--- src/rtl/rcfm_pkg.sv ---
`timescale 1ns / 1ps
`default_nettype none
// ----------------------------------------------------------------------------
// rcfm_pkg: shared types and constants of the reference clock frequency meter
// Beat payloads, state encodings, register indexes and fixed constants.
// ----------------------------------------------------------------------------
package rcfm_pkg;

   // Register indexes of the configuration port.
   localparam logic [1:0] CSR_REF_FREQ = 2'd0;
   localparam logic [1:0] CSR_TARGET   = 2'd1;
   localparam logic [1:0] CSR_WRAP     = 2'd2;

   localparam logic [31:0] REF_FREQ_RESET = 32'd3579545;
   localparam logic [31:0] TARGET_RESET   = 32'd357954;
   localparam logic        WRAP_RESET     = 1'b1;

   // Action codes of a request beat.
   localparam logic ACT_START  = 1'b0;
   localparam logic ACT_SAMPLE = 1'b1;

   localparam logic [63:0] ALL_ONES64 = 64'hFFFF_FFFF_FFFF_FFFF;
   localparam logic [31:0] SPAN24     = 32'h0100_0000;
   // A wrapped 32-bit difference at or above this value means a backward
   // jump that fits in 24 bits.
   localparam logic [31:0] WRAP24_MIN = 32'hFF00_0001;

   // Measurement phase; the encoding is also the status code of a result.
   typedef enum logic [1:0] {
      PH_IDLE    = 2'd0,
      PH_MEASURE = 2'd1,
      PH_READY   = 2'd2,
      PH_ERROR   = 2'd3
   } phase_type;

   typedef enum logic [2:0] {
      ST_IDLE,
      ST_PREP,
      ST_CHECK,
      ST_CALC,
      ST_RESP
   } ctrl_state_type;

   typedef enum logic [2:0] {
      U_IDLE,
      U_MUL0,
      U_MUL1,
      U_ADD,
      U_CHK,
      U_DIV,
      U_DONE
   } unit_state_type;

   typedef struct packed {
      logic        action;
      logic [63:0] ref_count;
      logic [63:0] cycle_count;
   } req_type;

   typedef struct packed {
      logic [1:0]  status;
      logic [63:0] freq_hz;
      logic [63:0] elapsed_ticks;
   } rsp_type;

   // Request to the shared multiply and divide unit.
   typedef struct packed {
      logic        start;
      logic [63:0] num;
      logic [31:0] mul;
      logic [63:0] den;
   } calc_req_type;

   typedef struct packed {
      logic        done;
      logic [63:0] quotient;
   } calc_rsp_type;

endpackage
`default_nettype wire

--- src/rtl/rcfm_calc.sv ---
`timescale 1ns / 1ps
`default_nettype none
// ----------------------------------------------------------------------------
// rcfm_calc: iterative scaled quotient unit
// Forms num * mul with one 32x32 multiplier, low half first and high half next, then
// divides the 96-bit product by den one quotient bit a cycle, saturating at 64 bits.
// ----------------------------------------------------------------------------
module rcfm_calc (
   input  wire                      clock,
   input  wire                      reset,
   input  wire rcfm_pkg::calc_req_type req,
   output rcfm_pkg::calc_rsp_type   rsp
);
   import rcfm_pkg::*;

   unit_state_type state_ff, state_in;
   logic [63:0] num_ff, num_in;
   logic [31:0] mul_ff, mul_in;
   logic [63:0] den_ff, den_in;
   logic [63:0] plo_ff, plo_in;
   logic [63:0] phi_ff, phi_in;
   logic [63:0] rem_ff, rem_in;
   logic [63:0] lo_ff, lo_in;
   logic [5:0]  cnt_ff, cnt_in;

   logic [31:0] mul_a;
   logic [63:0] prod;
   logic [95:0] sum96;
   logic [64:0] sub_a;
   logic [65:0] sub_full;
   logic        sub_ge;

   // The one multiplier, shared by both halves of the numerator.
   assign mul_a = (state_ff == U_MUL0) ? num_ff[31:0] : num_ff[63:32];
   assign prod  = mul_a * mul_ff;
   assign sum96 = {phi_ff[63:0], 32'd0} + {32'd0, plo_ff};

   // The one subtractor: overflow check first, then each restoring step.
   assign sub_a    = (state_ff == U_DIV) ? {rem_ff, lo_ff[63]} : {1'b0, rem_ff};
   assign sub_full = {1'b0, sub_a} - {2'b00, den_ff};
   assign sub_ge   = ~sub_full[65];

   always_comb begin
      state_in = state_ff;
      unique case (state_ff)
         U_IDLE: if (req.start) state_in = U_MUL0;
         U_MUL0: state_in = U_MUL1;
         U_MUL1: state_in = U_ADD;
         U_ADD:  state_in = U_CHK;
         U_CHK:  state_in = sub_ge ? U_DONE : U_DIV;
         U_DIV:  if (cnt_ff == 6'd63) state_in = U_DONE;
         U_DONE: state_in = U_IDLE;
         default: state_in = U_IDLE;
      endcase
   end

   always_comb begin
      num_in = num_ff;
      mul_in = mul_ff;
      den_in = den_ff;
      plo_in = plo_ff;
      phi_in = phi_ff;
      rem_in = rem_ff;
      lo_in  = lo_ff;
      cnt_in = cnt_ff;
      unique case (state_ff)
         U_IDLE: begin
            if (req.start) begin
               num_in = req.num;
               mul_in = req.mul;
               den_in = req.den;
            end
         end
         U_MUL0: plo_in = prod;
         U_MUL1: phi_in = prod;
         U_ADD: begin
            rem_in = {32'd0, sum96[95:64]};
            lo_in  = sum96[63:0];
         end
         U_CHK: begin
            cnt_in = 6'd0;
            if (sub_ge) begin
               lo_in = ALL_ONES64;
            end
         end
         U_DIV: begin
            // The quotient bits shift in behind the low dividend bits.
            rem_in = sub_ge ? sub_full[63:0] : sub_a[63:0];
            lo_in  = {lo_ff[62:0], sub_ge};
            cnt_in = cnt_ff + 6'd1;
         end
         U_DONE: begin
         end
         default: begin
         end
      endcase
   end

   always_ff @(posedge clock) begin
      if (reset) begin
         state_ff <= U_IDLE;
      end else begin
         state_ff <= state_in;
      end
      num_ff <= num_in;
      mul_ff <= mul_in;
      den_ff <= den_in;
      plo_ff <= plo_in;
      phi_ff <= phi_in;
      rem_ff <= rem_in;
      lo_ff  <= lo_in;
      cnt_ff <= cnt_in;
   end

   assign rsp.done     = (state_ff == U_DONE);
   assign rsp.quotient = lo_ff;

   a_div_exit: assert property (@(posedge clock) disable iff (reset)
      (state_ff == U_DIV && cnt_ff != 6'd63) |=> (state_ff == U_DIV))
      else $error("divide loop left early");
   a_start_idle: assert property (@(posedge clock) disable iff (reset)
      (req.start && state_ff == U_IDLE) |=> (state_ff == U_MUL0))
      else $error("unit did not take a start");
   // The done flag lasts exactly one cycle.
   a_done_pulse: assert property (@(posedge clock) disable iff (reset)
      rsp.done |=> !rsp.done)
      else $error("done flag held too long");

endmodule
`default_nettype wire

--- src/rtl/reference_clock_frequency_meter.sv ---
`timescale 1ns / 1ps
`default_nettype none
// ----------------------------------------------------------------------------
// reference_clock_frequency_meter: cycle counter frequency meter
// Measures a fast cycle counter against a reference timer of known frequency.
// ----------------------------------------------------------------------------
//  Channel  Direction  Beat contents
//  req_     in         action, ref_count, cycle_count
//  rsp_     out        status, freq_hz, elapsed_ticks (one beat per request)
//  csr_     in         write of ref_freq_hz, target_ticks or wrap_mode
//
// A start beat passes from the prep state straight to the response state; a sample
// beat that does not trigger the calculation also passes the check state. The sample
// that reaches the target goes through the shared multiply and divide unit: the low and
// high multiply, an add, an overflow check and, unless that saturates, a restoring step per quotient bit.
// The request side is ready only while the controller is idle, but a new beat
// may be taken while the previous response still waits for rsp_ready.
// Reset is synchronous and restores the register defaults and an idle phase.
// ----------------------------------------------------------------------------
module reference_clock_frequency_meter (
   input  wire                 clock,
   input  wire                 reset,
   input  wire                 req_valid,
   output logic                req_ready,
   input  wire rcfm_pkg::req_type req_data,
   output logic                rsp_valid,
   input  wire                 rsp_ready,
   output rcfm_pkg::rsp_type   rsp_data,
   input  wire                 csr_we,
   input  wire [1:0]           csr_index,
   input  wire [31:0]          csr_wdata
);
   import rcfm_pkg::*;

   // Configuration registers.
   logic [31:0] ref_freq_ff;
   logic [31:0] target_ff;
   logic        wrap_ff;

   ctrl_state_type state_ff, state_in;
   req_type     req_ff, req_in;
   phase_type   phase_ff, phase_in;
   logic [63:0] start_ref_ff, start_ref_in;
   logic [63:0] start_cyc_ff, start_cyc_in;
   logic [63:0] held_ff, held_in;
   logic [63:0] elapsed_ff, elapsed_in;
   rsp_type     res_ff, res_in;
   logic        rsp_valid_ff, rsp_valid_in;
   rsp_type     rsp_data_ff, rsp_data_in;

   calc_req_type calc_req;
   calc_rsp_type calc_rsp;

   logic        req_fire;
   logic        rsp_free;
   logic [31:0] diff32;
   logic [63:0] elapsed_calc;
   logic [63:0] goal;
   logic        goal_met;
   logic        cyc_back;

   assign req_ready = (state_ff == ST_IDLE);
   assign req_fire  = req_valid && req_ready;
   assign rsp_free  = !rsp_valid_ff || rsp_ready;

   // Elapsed reference ticks. In wrap mode only the low 32 bits count; a
   // backward jump that fits in 24 bits is taken as a 24-bit rollover, whose
   // true difference is the 32-bit wrapped difference plus 2^24.
   assign diff32 = req_ff.ref_count[31:0] - start_ref_ff[31:0];
   always_comb begin
      if (!wrap_ff) begin
         elapsed_calc = req_ff.ref_count - start_ref_ff;
      end else if (start_ref_ff[31:0] > req_ff.ref_count[31:0] && diff32 >= WRAP24_MIN) begin
         elapsed_calc = {32'd0, diff32 + SPAN24};
      end else begin
         elapsed_calc = {32'd0, diff32};
      end
   end

   // A target of zero counts as one, so the divisor is never zero.
   assign goal     = (target_ff == 32'd0) ? 64'd1 : {32'd0, target_ff};
   assign goal_met = (elapsed_ff >= goal);
   assign cyc_back = (req_ff.cycle_count < start_cyc_ff);

   assign calc_req.start = (state_ff == ST_CHECK) && (phase_ff == PH_MEASURE)
                           && goal_met && !cyc_back;
   assign calc_req.num   = req_ff.cycle_count - start_cyc_ff;
   assign calc_req.mul   = ref_freq_ff;
   assign calc_req.den   = elapsed_ff;

   rcfm_calc u_calc (
      .clock (clock),
      .reset (reset),
      .req   (calc_req),
      .rsp   (calc_rsp)
   );

   // Next state.
   always_comb begin
      state_in = state_ff;
      unique case (state_ff)
         ST_IDLE:  if (req_fire) state_in = ST_PREP;
         ST_PREP:  state_in = (req_ff.action == ACT_START) ? ST_RESP : ST_CHECK;
         ST_CHECK: state_in = calc_req.start ? ST_CALC : ST_RESP;
         ST_CALC:  if (calc_rsp.done) state_in = ST_RESP;
         ST_RESP:  if (rsp_free) state_in = ST_IDLE;
         default:  state_in = ST_IDLE;
      endcase
   end

   // Datapath and outputs.
   always_comb begin
      req_in       = req_ff;
      phase_in     = phase_ff;
      start_ref_in = start_ref_ff;
      start_cyc_in = start_cyc_ff;
      held_in      = held_ff;
      elapsed_in   = elapsed_ff;
      res_in       = res_ff;
      rsp_valid_in = rsp_valid_ff && !rsp_ready;
      rsp_data_in  = rsp_data_ff;
      unique case (state_ff)
         ST_IDLE: begin
            if (req_fire) begin
               req_in = req_data;
            end
         end
         ST_PREP: begin
            elapsed_in = elapsed_calc;
            if (req_ff.action == ACT_START) begin
               start_ref_in = req_ff.ref_count;
               start_cyc_in = req_ff.cycle_count;
               held_in      = 64'd0;
               phase_in     = PH_MEASURE;
               res_in       = '{status: 2'(PH_MEASURE), freq_hz: 64'd0,
                                elapsed_ticks: 64'd0};
            end
         end
         ST_CHECK: begin
            unique case (phase_ff)
               PH_IDLE: begin
                  res_in = '{status: 2'(PH_IDLE), freq_hz: 64'd0,
                             elapsed_ticks: 64'd0};
               end
               PH_READY: begin
                  res_in = '{status: 2'(PH_READY), freq_hz: held_ff,
                             elapsed_ticks: elapsed_ff};
               end
               PH_ERROR: begin
                  res_in = '{status: 2'(PH_ERROR), freq_hz: 64'd0,
                             elapsed_ticks: elapsed_ff};
               end
               PH_MEASURE: begin
                  if (goal_met && cyc_back) begin
                     phase_in = PH_ERROR;
                     res_in   = '{status: 2'(PH_ERROR), freq_hz: 64'd0,
                                  elapsed_ticks: elapsed_ff};
                  end else begin
                     res_in   = '{status: 2'(PH_MEASURE), freq_hz: 64'd0,
                                  elapsed_ticks: elapsed_ff};
                  end
               end
               default: begin
               end
            endcase
         end
         ST_CALC: begin
            if (calc_rsp.done) begin
               held_in  = calc_rsp.quotient;
               phase_in = PH_READY;
               res_in   = '{status: 2'(PH_READY), freq_hz: calc_rsp.quotient,
                            elapsed_ticks: elapsed_ff};
            end
         end
         ST_RESP: begin
            if (rsp_free) begin
               rsp_valid_in = 1'b1;
               rsp_data_in  = res_ff;
            end
         end
         default: begin
         end
      endcase
   end

   always_ff @(posedge clock) begin
      if (reset) begin
         state_ff     <= ST_IDLE;
         phase_ff     <= PH_IDLE;
         start_ref_ff <= 64'd0;
         start_cyc_ff <= 64'd0;
         held_ff      <= 64'd0;
         rsp_valid_ff <= 1'b0;
         ref_freq_ff  <= REF_FREQ_RESET;
         target_ff    <= TARGET_RESET;
         wrap_ff      <= WRAP_RESET;
      end else begin
         state_ff     <= state_in;
         phase_ff     <= phase_in;
         start_ref_ff <= start_ref_in;
         start_cyc_ff <= start_cyc_in;
         held_ff      <= held_in;
         rsp_valid_ff <= rsp_valid_in;
         if (csr_we) begin
            unique case (csr_index)
               CSR_REF_FREQ: ref_freq_ff <= csr_wdata;
               CSR_TARGET:   target_ff   <= csr_wdata;
               CSR_WRAP:     wrap_ff     <= csr_wdata[0];
               default: begin
               end
            endcase
         end
      end
      req_ff      <= req_in;
      elapsed_ff  <= elapsed_in;
      res_ff      <= res_in;
      rsp_data_ff <= rsp_data_in;
   end

   assign rsp_valid = rsp_valid_ff;
   assign rsp_data  = rsp_data_ff;

   // A frequency is only ever reported with the ready status.
   a_freq_ready: assert property (@(posedge clock) disable iff (reset)
      rsp_valid_ff |-> (rsp_data_ff.status == 2'(PH_READY) || rsp_data_ff.freq_hz == 64'd0))
      else $error("frequency shown outside ready status");
   // An idle phase never keeps a stale result.
   a_idle_clear: assert property (@(posedge clock) disable iff (reset)
      (phase_ff == PH_IDLE) |-> (held_ff == 64'd0))
      else $error("held result set while idle");
   // The shared unit finishes only while the controller waits for it.
   a_done_calc: assert property (@(posedge clock) disable iff (reset)
      calc_rsp.done |-> (state_ff == ST_CALC))
      else $error("unit finished outside calculation");
   // A finished calculation always leaves the phase ready.
   a_calc_ready: assert property (@(posedge clock) disable iff (reset)
      (state_ff == ST_CALC && calc_rsp.done) |=> (phase_ff == PH_READY))
      else $error("phase not ready after calculation");

endmodule
`default_nettype wire
--- config.mk ---
export PLATFORM = sky130hd
export DESIGN_NAME = reference_clock_frequency_meter
export DESIGN_NICKNAME = d
export VERILOG_FILES = /design/src/rtl/rcfm_pkg.sv /design/src/rtl/rcfm_calc.sv /design/src/rtl/reference_clock_frequency_meter.sv
export SDC_FILE = /design/constraint.sdc
export NUM_CORES = 2
export LEC_CHECK = 0
export BUFFER_PORTS_ARGS = -buffer_cell sky130_fd_sc_hd__buf_2
export CORE_MARGIN = 5
export CORE_UTILIZATION = 50
export CTS_CLUSTER_DIAMETER = 150
export CTS_CLUSTER_SIZE = 12
export DETAILED_ROUTE_END_ITERATION = 6
export MAX_ROUTING_LAYER = met4
export PLACE_DENSITY = 0.78
export SYNTH_ARGS = -nofsm -noshare
export SYNTH_HDL_FRONTEND = slang
export SYNTH_SLANG_ARGS = --single-unit
export TNS_END_PERCENT = 20
--- constraint.sdc ---
create_clock -name clock -period 10.5 [get_ports clock]
set_input_delay 0.525 -clock clock [delete_from_list [all_inputs] [get_ports clock]]
set_output_delay 0.525 -clock clock [all_outputs]
set_load 0.01 [all_outputs]
* Word level (Yosys, flattened, before mapping)
Index checks and enable logic that the tools add are counted.
** Operators by class
- Eq/ne operators :: 25
- Reductions and logical operators :: 34
- Shift operators :: 0
- Multiplexer cells :: 35
- Add/subtract/negate cells :: 7
- Multiply operators :: 1
- Order comparisons :: 4
- Bitwise logic cells :: 2
- Div/mod/pow operators :: 0
** Operators by type and width (count)
- $pmux 130 s4 :: 1
- $mux 130 :: 3
- $pmux 130 s3 :: 1
- $mux 64 :: 5
- $pmux 64 s2 :: 2
- $pmux 64 s3 :: 1
- $sub 64x64->64 :: 2
- $add 96x64->96 :: 1
- $mux 32 :: 3
- $sub 65x64->66 :: 1
- $mux 65 :: 1
- $ge 64x32->1 :: 1
- $lt 64x64->1 :: 1
- $mul 32x32->64 :: 1
- $add 32x25->32 const B :: 1
- $ge 32x32->1 const B :: 1
- $gt 32x32->1 :: 1
- $logic_not 32->1 :: 1
- $sub 32x32->32 :: 1
- $mux 3 :: 7
- $pmux 3 s6 :: 1
- $reduce_and 2->1 :: 9
- $pmux 3 s5 :: 1
- $eq 3x2->1 const B :: 4
- 22 further kinds :: 57
** Word-level totals
- Output and inout port bits :: 132
- Memories :: 0
- Bits in latches :: 0
- Bits of input ports :: 168
- Register bits :: 1141
- Bits in read-only memories :: 0
- Logic and storage cells :: 136
- Memory bits (writable) :: 0

* Longest topological paths before layout
- Word-level depth :: 7
- Depth in mapped cells :: 36
- Gate-level depth less buffers :: 32

* Modules after synthesis
A second synthesis with hierarchy kept.
** Unflattened totals
- Cells, all modules :: 8936
- Area total of the unflattened synthesis :: 89099.2 µm²
** By module, submodules not included
- rcfm_calc :: times used 1, seq. area each 12732.2 µm², area each 55710.9 µm², cells an instance 5751
- reference_clock_frequency_meter :: times used 1, seq. area each 18868.1 µm², area each 33388.3 µm², cells an instance 3185

* Least setup slack after synthesis
No wires, ideal clock.
- Path type :: reg2reg
- From :: register u_calc.state_ff[0]
- To :: register u_calc.phi_ff[63] (data pin)
- Cell stages (with the launch flop) :: 32
- Path slack :: -336 ps
- Setup time :: 271 ps
- Arrival time :: 10565 ps
- Clock period less this slack :: 10836 ps
- Data required time :: 10229 ps
- Path buffers :: 4
- Cells stage by stage :: dfxtp_1 -> clkbuf_1 -> inv_1 -> clkbuf_1 -> nor3_1 -> clkbuf_1 -> mux2_2 -> clkbuf_1 -> nand2_1 -> fa_1 -> inv_1 -> fa_1 -> inv_1 -> fa_1 -> inv_1 -> fa_1 -> fa_1 -> inv_1 -> fa_1 -> fa_1 -> fa_1 -> inv_1 -> ha_1 -> nand2_1 -> or3_1 -> o21bai_1 -> a2111oi_0 -> o21ai_1 -> a211oi_1 -> nor3_1 -> o41ai_1 -> xnor2_1
** On the way
- Word-level cells in the longest chain between the ends :: 3
** Ends and longest elaborated chain
- start, declared :: line rcfm_calc.sv:16 : unit_state_type state_ff, state_in;
- start signal, assigned :: line rcfm_calc.sv:103 : state_ff <= state_in;
- $eq 3x1->1 :: line rcfm_calc.sv:34 : assign mul_a = (state_ff == U_MUL0) ? num_ff[31:0] : num_ff[63:32];
- $mux 32 :: line rcfm_calc.sv:34
- $mul 32x32->64 :: line rcfm_calc.sv:35 : assign prod = mul_a * mul_ff;
- named net u_calc.prod[63] :: line rcfm_calc.sv:27 : logic [63:0] prod;
- end signal, assigned :: line rcfm_calc.sv:109 : phi_ff <= phi_in;
- end, declared :: line rcfm_calc.sv:21 : logic [63:0] phi_ff, phi_in;
The timed path passes the listed nets, and every way through them passes these cells.
A chain may end at the register's enable or synchronous reset.

* Worst setup path after layout
- From :: register u_calc.state_ff[0]
- To :: register u_calc.plo_ff[63] (data pin)
** On the way
- Word-level cells in the longest chain between the ends :: 3
** Ends and longest elaborated chain
- $eq 3x1->1 :: line rcfm_calc.sv:34
- $mux 32 :: line rcfm_calc.sv:34
- $mul 32x32->64 :: line rcfm_calc.sv:35
- named net u_calc.prod[63] :: line rcfm_calc.sv:27
- end signal, assigned :: line rcfm_calc.sv:108 : plo_ff <= plo_in;
- end, declared :: line rcfm_calc.sv:20 : logic [63:0] plo_ff, plo_in;
The timed path passes the listed nets, and every way through them passes these cells.

==> flow_summary.json <==
{
  "outcome": "finished, violations left",
  "violations": "design-rule violations",
  "synth_fa_ha_area_share_pct": 27.9,
  "layout_commonest_cell": "nand2_1",
  "mostFrequentLayoutCells": "1,323 x nand2_1, 1,154 x inv_1, 900 x fa_1, 875 x edfxtp_1, 662 x and2_1",
  "crit_buf_inv": 4,
  "syn-num-nets": 10400,
  "max-slew-margin-rel_pct": 14.9,
  "yosys.area_share.simple_pct": 14.9,
  "tightest_slew_ps": 1280,
  "gp_congestion": 0.988,
  "clock_path_buffers": 3,
  "io_buffer_count": 299,
  "nFillCells": 15100,
  "cp_data_required_time_ps": 10980,
  "dr.pass1.iters": 7,
  "crit_path_start_kind": "flop",
  "die_h_um": 430,
  "syn_inst": 8768,
  "critPathTopFamily": "adder cells",
  "antenna_found_initial": 20,
  "drv_slew": 0,
  "clk_latency_ps": 760,
  "start_util_pct": 50.1,
  "max_freq_ghz": 0.101,
  "rsz0062_at_grt": "false",
  "seq_area_frac_synth_pct": 35.9,
  "grt_use_total_pct": 27.7,
  "wl_per_cell_um": 22.0,
  "min_period_ps": 9890,
  "async_reset_ff_share_pct": 0,
  "die_x_um": 430,
  "synth-xor-area-share_pct": 2.86,
  "maxCapViolations": 0,
  "worstReg2RegEnd": "u_calc.plo_ff[63]",
  "finalClockSkew_ps": 61.1,
  "ys_warn_count": 0,
  "ys.flop_type": "edfxtp_1",
  "cts_tree": "built",
  "wl_um": 250000,
  "ctsHtreeMaxLevel": 3,
  "synth-compound-area-share_pct": 10.9,
  "arrival_ps": 10370,
  "drtAntennaViolNets": 0,
  "max_stage_delay_ps": 880,
  "grt_max_degree": 123,
  "syn2layout_area_growth_pct": 9.22,
  "ys_types": 92,
  "drc": 6,
  "grt-ovfl-total": 0,
  "synth_top_family_by_area": "adder cells",
  "clkTransAtPathRegs_ps": 70,
  "endpoint": "u_calc.plo_ff[63]",
  "avgSynthCellArea_um2": 10.0,
  "r2r_cells": 25,
  "rows": 154,
  "path_max_fanout": 33,
  "grt_pass1_vias": 65800,
  "crit_path_frequent_cell": "fa_1",
  "finalHoldViolCount": 0,
  "synth-edff-count": 875,
  "viasPerCell": 5.72,
  "grt_pass1_wl_um": 387000,
  "cp.depth": 25,
  "drt_iter0_markers": 6563,
  "crit_path_end_kind": "flop",
  "ff2ff_setup_slack_ps": 610,
  "cts_sinks": 1141,
  "syn_area_um2": 88000,
  "post-route-period-util_pct": 94.2,
  "io_pins": 300,
  "core_area_um2": 176000,
  "cts-root-buf": "clkbuf_16",
  "reg2reg_from": "u_calc.state_ff[0]",
  "cp-startpoint": "u_calc.state_ff[0]",
  "fin_tns_setup_ps": 0,
  "cts_buffers": 105,
  "hp-class": "in2reg",
  "ys_ff_latch": 1141,
  "cpMaxStageDelayCell": "mux2_2",
  "drive_above_1_share_pct": 6.56,
  "hpwl_um": 190000,
  "fin_nets": 10500,
  "path_class": "reg2reg",
  "synth_mux_area_share_pct": 0.566,
  "vias": 65100,
  "die-area_um2": 185000,
  "setup_viol": 0
}
## cell usage after synthesis (32+ instances only)
| master | number | share of area [%] |
|---|---|---|
| and2_1 | 663 | 4.7 |
| nor2b_1 | 45 | 0.32 |
| dfxtp_1 | 266 | 6.0 |
| nor3_1 | 56 | 0.32 |
| nand3_1 | 85 | 0.48 |
| a22oi_1 | 66 | 0.56 |
| o21bai_1 | 54 | 0.46 |
| edfxtp_1 | 875 | 30 |
| a22o_1 | 67 | 0.67 |
| ha_1 | 520 | 7.4 |
| a21oi_1 | 533 | 3.0 |
| clkbuf_1 | 446 | 1.9 |
| inv_1 | 1155 | 4.9 |
| a21o_1 | 191 | 1.6 |
| fa_1 | 900 | 20 |
| a211oi_1 | 55 | 0.47 |
| xnor2_1 | 157 | 1.6 |
| a31oi_1 | 38 | 0.27 |
| o21a_1 | 34 | 0.29 |
| o21ai_0 | 221 | 1.3 |
| and3_1 | 49 | 0.35 |
| nand4_1 | 90 | 0.64 |
| nor2_1 | 302 | 1.3 |
| nand2b_1 | 32 | 0.23 |
| xor2_1 | 129 | 1.3 |
| nand2_1 | 1325 | 5.7 |
| mux2_2 | 32 | 0.41 |
## final cells by class
type	count	area [um^2]	area share (%)
clock inverter	8	153	0.159
tap	2340	2930	3.05
multi-input combinational	6004	50400	52.5
clock buffer	190	2970	3.09
timing repair buffer	536	3670	3.82
inverter	1155	4340	4.51
sequential	1141	31600	32.9
antenna	14	35.0	0.0364
## metrics by stage
stage	utilization (%)	area (um^2)	std cells	worst slack, ps	hold slack (ps)
2_1_floorplan	-	88000	8768	794	400
4_1_cts	54.7	96100	11400	742	0.229
3_5_place_dp	52.1	91500	11000	748	405
5_1_grt	54.7	96100	11400	100	43.1
6_report	54.7	96100	11400	610	49.7
3_3_place_gp	52.1	91500	11000	991	402
## timing repair
action	in CTS	in global routing
buffers inserted	0	0
setup endpoints to repair	0	0
hold buffers	150	0
hold endpoints to repair	170	0
gates resized for setup	0	0
## worst register-to-register path, delay by kind of cell (launching register included)
family | cells | cell delay, ps
AOI/OAI and AO/OA | 5 | 1740
xor gates and xnor gates | 1 | 150
adders and majority gates | 9 | 4410
buffers and inverters | 4 | 760
DFF | 1 | 540
muxes | 1 | 970
and+or+nand+nor | 5 | 1070
## metal layers
layer | vias up | GRT usage (%) | wire, um
li1 | 29300 | - | -
met5 | - | - | 0
met4 | 0 | 9.66 | 10400
met2 | 3006 | 41.9 | 113000
met3 | 568 | 5.07 | 22800
met1 | 32300 | 37.7 | 104000
## worst min-delay path by stage
stage	startpoint	end	depth (start not counted)
6_report	req_data[58]	req_ff[58]	1
5_1_grt	req_data[59]	req_ff[59]	1
4_1_cts	csr_wdata[15]	target_ff[15]	3
3_5_place_dp	res_ff[101]	rsp_data[101]	0
3_3_place_gp	res_ff[128]	rsp_data[128]	0
2_1_floorplan	res_ff[0]	rsp_data[0]	0
## cells by family (layout without fill, tap and decap cells)
family | count (synthesis) | in the layout
fa+ha+maj | 1420 | 1420
mux | 45 | 45
compound gates | 1494 | 1494
other cells | 0 | 14
flops | 1141 | 1141
simple gates | 2758 | 2758
xor+xnor | 287 | 287
buf+inv | 1623 | 1889
Power is left out: the tool's default activity adds up to more than one toggle a clock period on the data nets, which glitch-free logic cannot reach.
